**config.mk**
```make
export PLATFORM = sky130hd
export DESIGN_NAME = nafir_ctrl
export DESIGN_NICKNAME = d
export VERILOG_FILES = /design/src/nafir_pkg.sv /design/src/nafir_ctrl.sv
export SDC_FILE = /design/constraint.sdc
export NUM_CORES = 1
export LEC_CHECK = 0
export ABC_AREA = 1
export ABC_CLOCK_PERIOD_IN_PS = 1700
export BUFFER_PORTS_ARGS = -buffer_cell sky130_fd_sc_hd__buf_2
export CAP_MARGIN = 20
export CORE_MARGIN = 2
export CORE_UTILIZATION = 30
export CTS_CLUSTER_SIZE = 24
export DETAILED_ROUTE_END_ITERATION = 10
export SLEW_MARGIN = 40
export SYNTH_ARGS = -nofsm -noshare
export SYNTH_HDL_FRONTEND = slang
export SYNTH_SLANG_ARGS = --single-unit
```
**constraint.sdc**
```tcl
create_clock -name clk -period 1.7 [get_ports clk]
set_input_delay 0 -clock clk [delete_from_list [all_inputs] [get_ports clk]]
set_output_delay 0 -clock clk [all_outputs]
set_load 0.01 [all_outputs]
```
**src/nafir_pkg.sv**
```systemverilog
// shared types and constants of the normalised lms adaptive fir
// no dependencies; imported by every module of the block
package nafir_pkg;

  // field widths
  localparam int SAMPLE_W = 16;
  localparam int WEIGHT_W = 32;
  localparam int NUM_W    = 58;  // magnitude of step * error * 2^28
  localparam int G_W      = 60;  // signed gain, split into two halves for the multiplier
  localparam int G_HALF   = 30;

  // configuration register indexes
  localparam int CFG_IDX_W = 2;
  localparam logic [CFG_IDX_W-1:0] CFG_TAP_COUNT      = 2'd0;
  localparam logic [CFG_IDX_W-1:0] CFG_MU             = 2'd1;
  localparam logic [CFG_IDX_W-1:0] CFG_REGULARIZATION = 2'd2;

  // reset values of the configuration registers
  localparam logic [5:0]  TAP_COUNT_RST = 6'd32;
  localparam logic [14:0] MU_RST        = 15'd8192;
  localparam logic [31:0] DEFAULT_REG   = 32'd1074;  // about 1e-6 in q2.30

  // request kinds
  localparam logic REQ_SAMPLE = 1'b0;
  localparam logic REQ_CLEAR  = 1'b1;

  typedef enum logic [2:0] {
    ST_IDLE,
    ST_WRITE,
    ST_MAC,
    ST_MAC_WAIT,
    ST_DIV,
    ST_UPD,
    ST_UPD_WAIT
  } nafir_state_t;

  // commands from the controller to the datapath
  typedef struct packed {
    logic capture;
    logic clear;
    logic wr_sample;
    logic rd_issue;
    logic rd_upd;
    logic div_start;
    logic finish;
  } nafir_cmd_t;

  // status from the datapath to the controller
  typedef struct packed {
    logic pipe_empty;
    logic last_tap;
    logic div_done;
    logic out_free;
  } nafir_stat_t;

endpackage

```
**src/nafir_ctrl.sv**
```systemverilog
// controller state machine sequencing the filter and update passes
// depends on nafir_pkg for the state, command and status types
module nafir_ctrl import nafir_pkg::*; #(
  parameter int CNT_W = 6
) (
  input  logic             clk,
  input  logic             rst_n,
  input  logic             in_tvalid,
  input  logic             in_kind,
  output logic             in_tready,
  input  nafir_stat_t      stat,
  output nafir_cmd_t       cmd,
  output logic [CNT_W-1:0] tap_idx
);

  nafir_state_t     state_r, state_nxt;
  logic [CNT_W-1:0] cnt_r, cnt_nxt;

  // state register
  always_ff @(posedge clk) begin
    if (!rst_n) begin
      state_r <= ST_IDLE;
      cnt_r   <= '0;
    end else begin
      state_r <= state_nxt;
      cnt_r   <= cnt_nxt;
    end
  end

  // next state and commands
  always_comb begin
    state_nxt = state_r;
    cnt_nxt   = cnt_r;
    cmd       = '0;
    in_tready = 1'b0;
    case (state_r)
      ST_IDLE: begin
        in_tready = 1'b1;
        if (in_tvalid) begin
          if (in_kind == REQ_CLEAR) begin
            cmd.clear = 1'b1;
          end else begin
            cmd.capture = 1'b1;
            state_nxt   = ST_WRITE;
          end
        end
      end
      ST_WRITE: begin
        cmd.wr_sample = 1'b1;
        cnt_nxt       = '0;
        state_nxt     = ST_MAC;
      end
      ST_MAC: begin
        cmd.rd_issue = 1'b1;
        if (stat.last_tap) begin
          state_nxt = ST_MAC_WAIT;
        end else begin
          cnt_nxt = cnt_r + CNT_W'(1);
        end
      end
      ST_MAC_WAIT: begin
        if (stat.pipe_empty) begin
          cmd.div_start = 1'b1;
          state_nxt     = ST_DIV;
        end
      end
      ST_DIV: begin
        if (stat.div_done) begin
          cnt_nxt   = '0;
          state_nxt = ST_UPD;
        end
      end
      ST_UPD: begin
        cmd.rd_issue = 1'b1;
        cmd.rd_upd   = 1'b1;
        if (stat.last_tap) begin
          state_nxt = ST_UPD_WAIT;
        end else begin
          cnt_nxt = cnt_r + CNT_W'(1);
        end
      end
      ST_UPD_WAIT: begin
        if (stat.pipe_empty && stat.out_free) begin
          cmd.finish = 1'b1;
          state_nxt  = ST_IDLE;
        end
      end
      default: begin
        state_nxt = ST_IDLE;
      end
    endcase
  end

  assign tap_idx = cnt_r;

endmodule

```
==> metrics.cfg <==
[floorplan]
boundaryPins=22
die-area_mm2=0.00269
die_w_um=51.9
start_util=0.314
die_h_um=51.9
coreArea_mm2=0.00219
row_count=17

[sta]
setup_violations=0
worstMarginPinSlew_ps=353
post-route-period-util=0.822
rsz0062_at_grt=false
period_minus_slack_ps=1400
tns_ps=0
maxSlewViolCount=0
fin_skew_ps=3.16
finalHoldViolCount=0
relSlewSlack=0.764
fmax_mhz=715

[setup_path]
worstSetupStartpoint=state_r[0]$_SDFFE_PN0P_
cp-end-kind=flip-flop
timing.critical_path.mode_cell=nand2_4
reg2reg_slack_ps=300
crit_arrival_ps=1590
slowest_delay_ps=510
cp_slowest_cell=dfxtp_1
r2r_start=state_r[0]$_SDFFE_PN0P_
crit_buf_inv=1
path_cells=inv_1 > nand3_2 > nand2_4 > nand2_4 > nand2_2 > nor2_4 > nand2_1 > a21oi_1
cpLargestDelayFamily=simple AND/OR/NAND/NOR gates
cp.required_ps=1890
cp_max_fo=9
cp-start-kind=flip-flop
critical_path_class=flip-flop to flip-flop

[detailed_routing]
met2_length_um=673
post_drt_wl_per_cell_um=9.15
wl_met1_um=696
drc=0
drt-total-wl_um=1460
highest_layer=met4
first_iter_violations=7
drtAntennaViolNets=0
vias_per_cell=4.46
wl_met3_um=56
first_pass_iters=5
via_count=709

[synthesis]
synthMuxAreaShare=0
synth_cell_type_count=20
synth_top_family_by_area=simple AND/OR/NAND/NOR gates
synth-simple-area-share=0.515
ys_seq_area_frac=0.262
synth_edf_count=0
avgSynthCellArea_um2=6.36
ys.flop_type=dfxtp_1
syn_area_um2=687
syn_nets=117
synth-compound-area-share=0.0583
synth_cells=108
synthAdderAreaFrac=0.0182
synthXorXnorAreaFrac=0.0255
async_flop_share=0
synth_seq_cells=9
ys_warn_count=0

[global_routing]
grt_pass1_wl_um=2490
grt_pass1_vias=598
grt_overflow=0
antenna_found_initial=0
grtUsageTotal=0.124
grt_max_degree=10

[finish]
nNetsFinal=141
n_antenna_cell=0
layout-area-overhead-vs-synth_pct=21.5
final_common_cell=nand2_1
stdcell_count=159
mostFrequentLayoutCells=nand2_1 (30), buf_2 (21), inv_1 (15), nor2_1 (14), dfxtp_1 (9)
drive_above_1_share=0.328
fin_area_um2=835

[hold_path]
worstHoldStart=rst_n
hold_path.class=input pin to flip-flop

[clocking]
clockRootBuffer=clkbuf_4
cts.path.max_buffers=2
postCtsSetupRepairBufs=0
htreeDepth=1
ctsResizeCount=0
cts-hold-fix-buffers=0
clock-sinks=9
cts_tree=done
clk_latency_ps=260
cts_inserted_buffers=3
clkTransAtPathRegs_ps=60

[power_and_ir_drop]
p_per_area_mw_per_mm2=1200
p_leak_uw=0.000441
max-vdd-ir-drop_v=0.000413

[placed_design]
dpl.hpwl_um=1220
place_area_um2=808
placement.io_buffers=21
gp_congestion=0.847
dp_cells=155

[run]
cap_violations=0

[run_status]
status=complete, no violations

==> metal layers <==
metal	up-vias	global-route usage
li1	378	-
met1	311	0.154
met2	16	0.196
met3	4	0.0230
met4	0	0.0789
met5	-	0
==> worst paths after layout <==
check        cells after the start                 endpoint
min reg2reg                      2  tap_idx[1]$_SDFFE_PN0P_
min                              3  tap_idx[0]$_SDFFE_PN0P_
max                              8  tap_idx[4]$_SDFFE_PN0P_
max reg2reg                      8  tap_idx[4]$_SDFFE_PN0P_
==> worst min-delay path, cell delays in order <==
cell and delay [ps]:
buf_2 130, nand2_1 60, nor2_1 30
==> registers in the layout, summed over array words and instances (netlist names) <==
| register | count |
|---|---|
| state_r | 3 |
| tap_idx | 6 |
==> cell usage after synthesis, types with 2 or more instances <==
master,number,area share
nand2_4,2,0.033
nor2_2,2,0.018
nand2_2,5,0.046
inv_1,15,0.082
nand2_1,30,0.16
nor2_1,14,0.077
nand3_1,7,0.051
nor2_4,2,0.033
inv_2,2,0.011
a21oi_1,7,0.051
nand3_2,5,0.073
dfxtp_1,9,0.26
==> cell families (layout without fill, tap and decap cells) <==
logic type | count (synthesis) | in the layout
AO/OA/AOI/OAI | 8 | 8
buffers and inverters | 19 | 42
XOR/XNOR | 2 | 2
adder cells (fa/ha/maj) | 1 | 1
AND/OR/NAND/NOR | 69 | 69
flip-flops | 9 | 9
==> power by group <==
group          switching, uW  internal (uW)
Clock                   75.0           90.5
Combinational            340            189
Sequential              56.2            246
Total                    472            526
==> layout make-up <==
class / count / area (um^2)
fill: 247 / 1360
timing repair buffer: 21 / 105
multi-input combinational: 80 / 424
tap: 28 / 35.0
inverter: 17 / 63.8
sequential: 9 / 180
clock buffer: 4 / 26.3
==> through the flow <==
step | power [uW] | utilization | hold slack, ps | setup WS (ps)
finish | 998 | 0.381 | 7.74 | 302
global route | 1090 | 0.381 | 14.9 | 179
CTS | 1010 | 0.381 | 3.45 | 300
detailed placement | 836 | 0.369 | 288 | 316
global placement | 828 | 0.369 | 279 | 387
floorplan | 721 | - | 93.9 | 554
(Power assumes the default switching activity.)
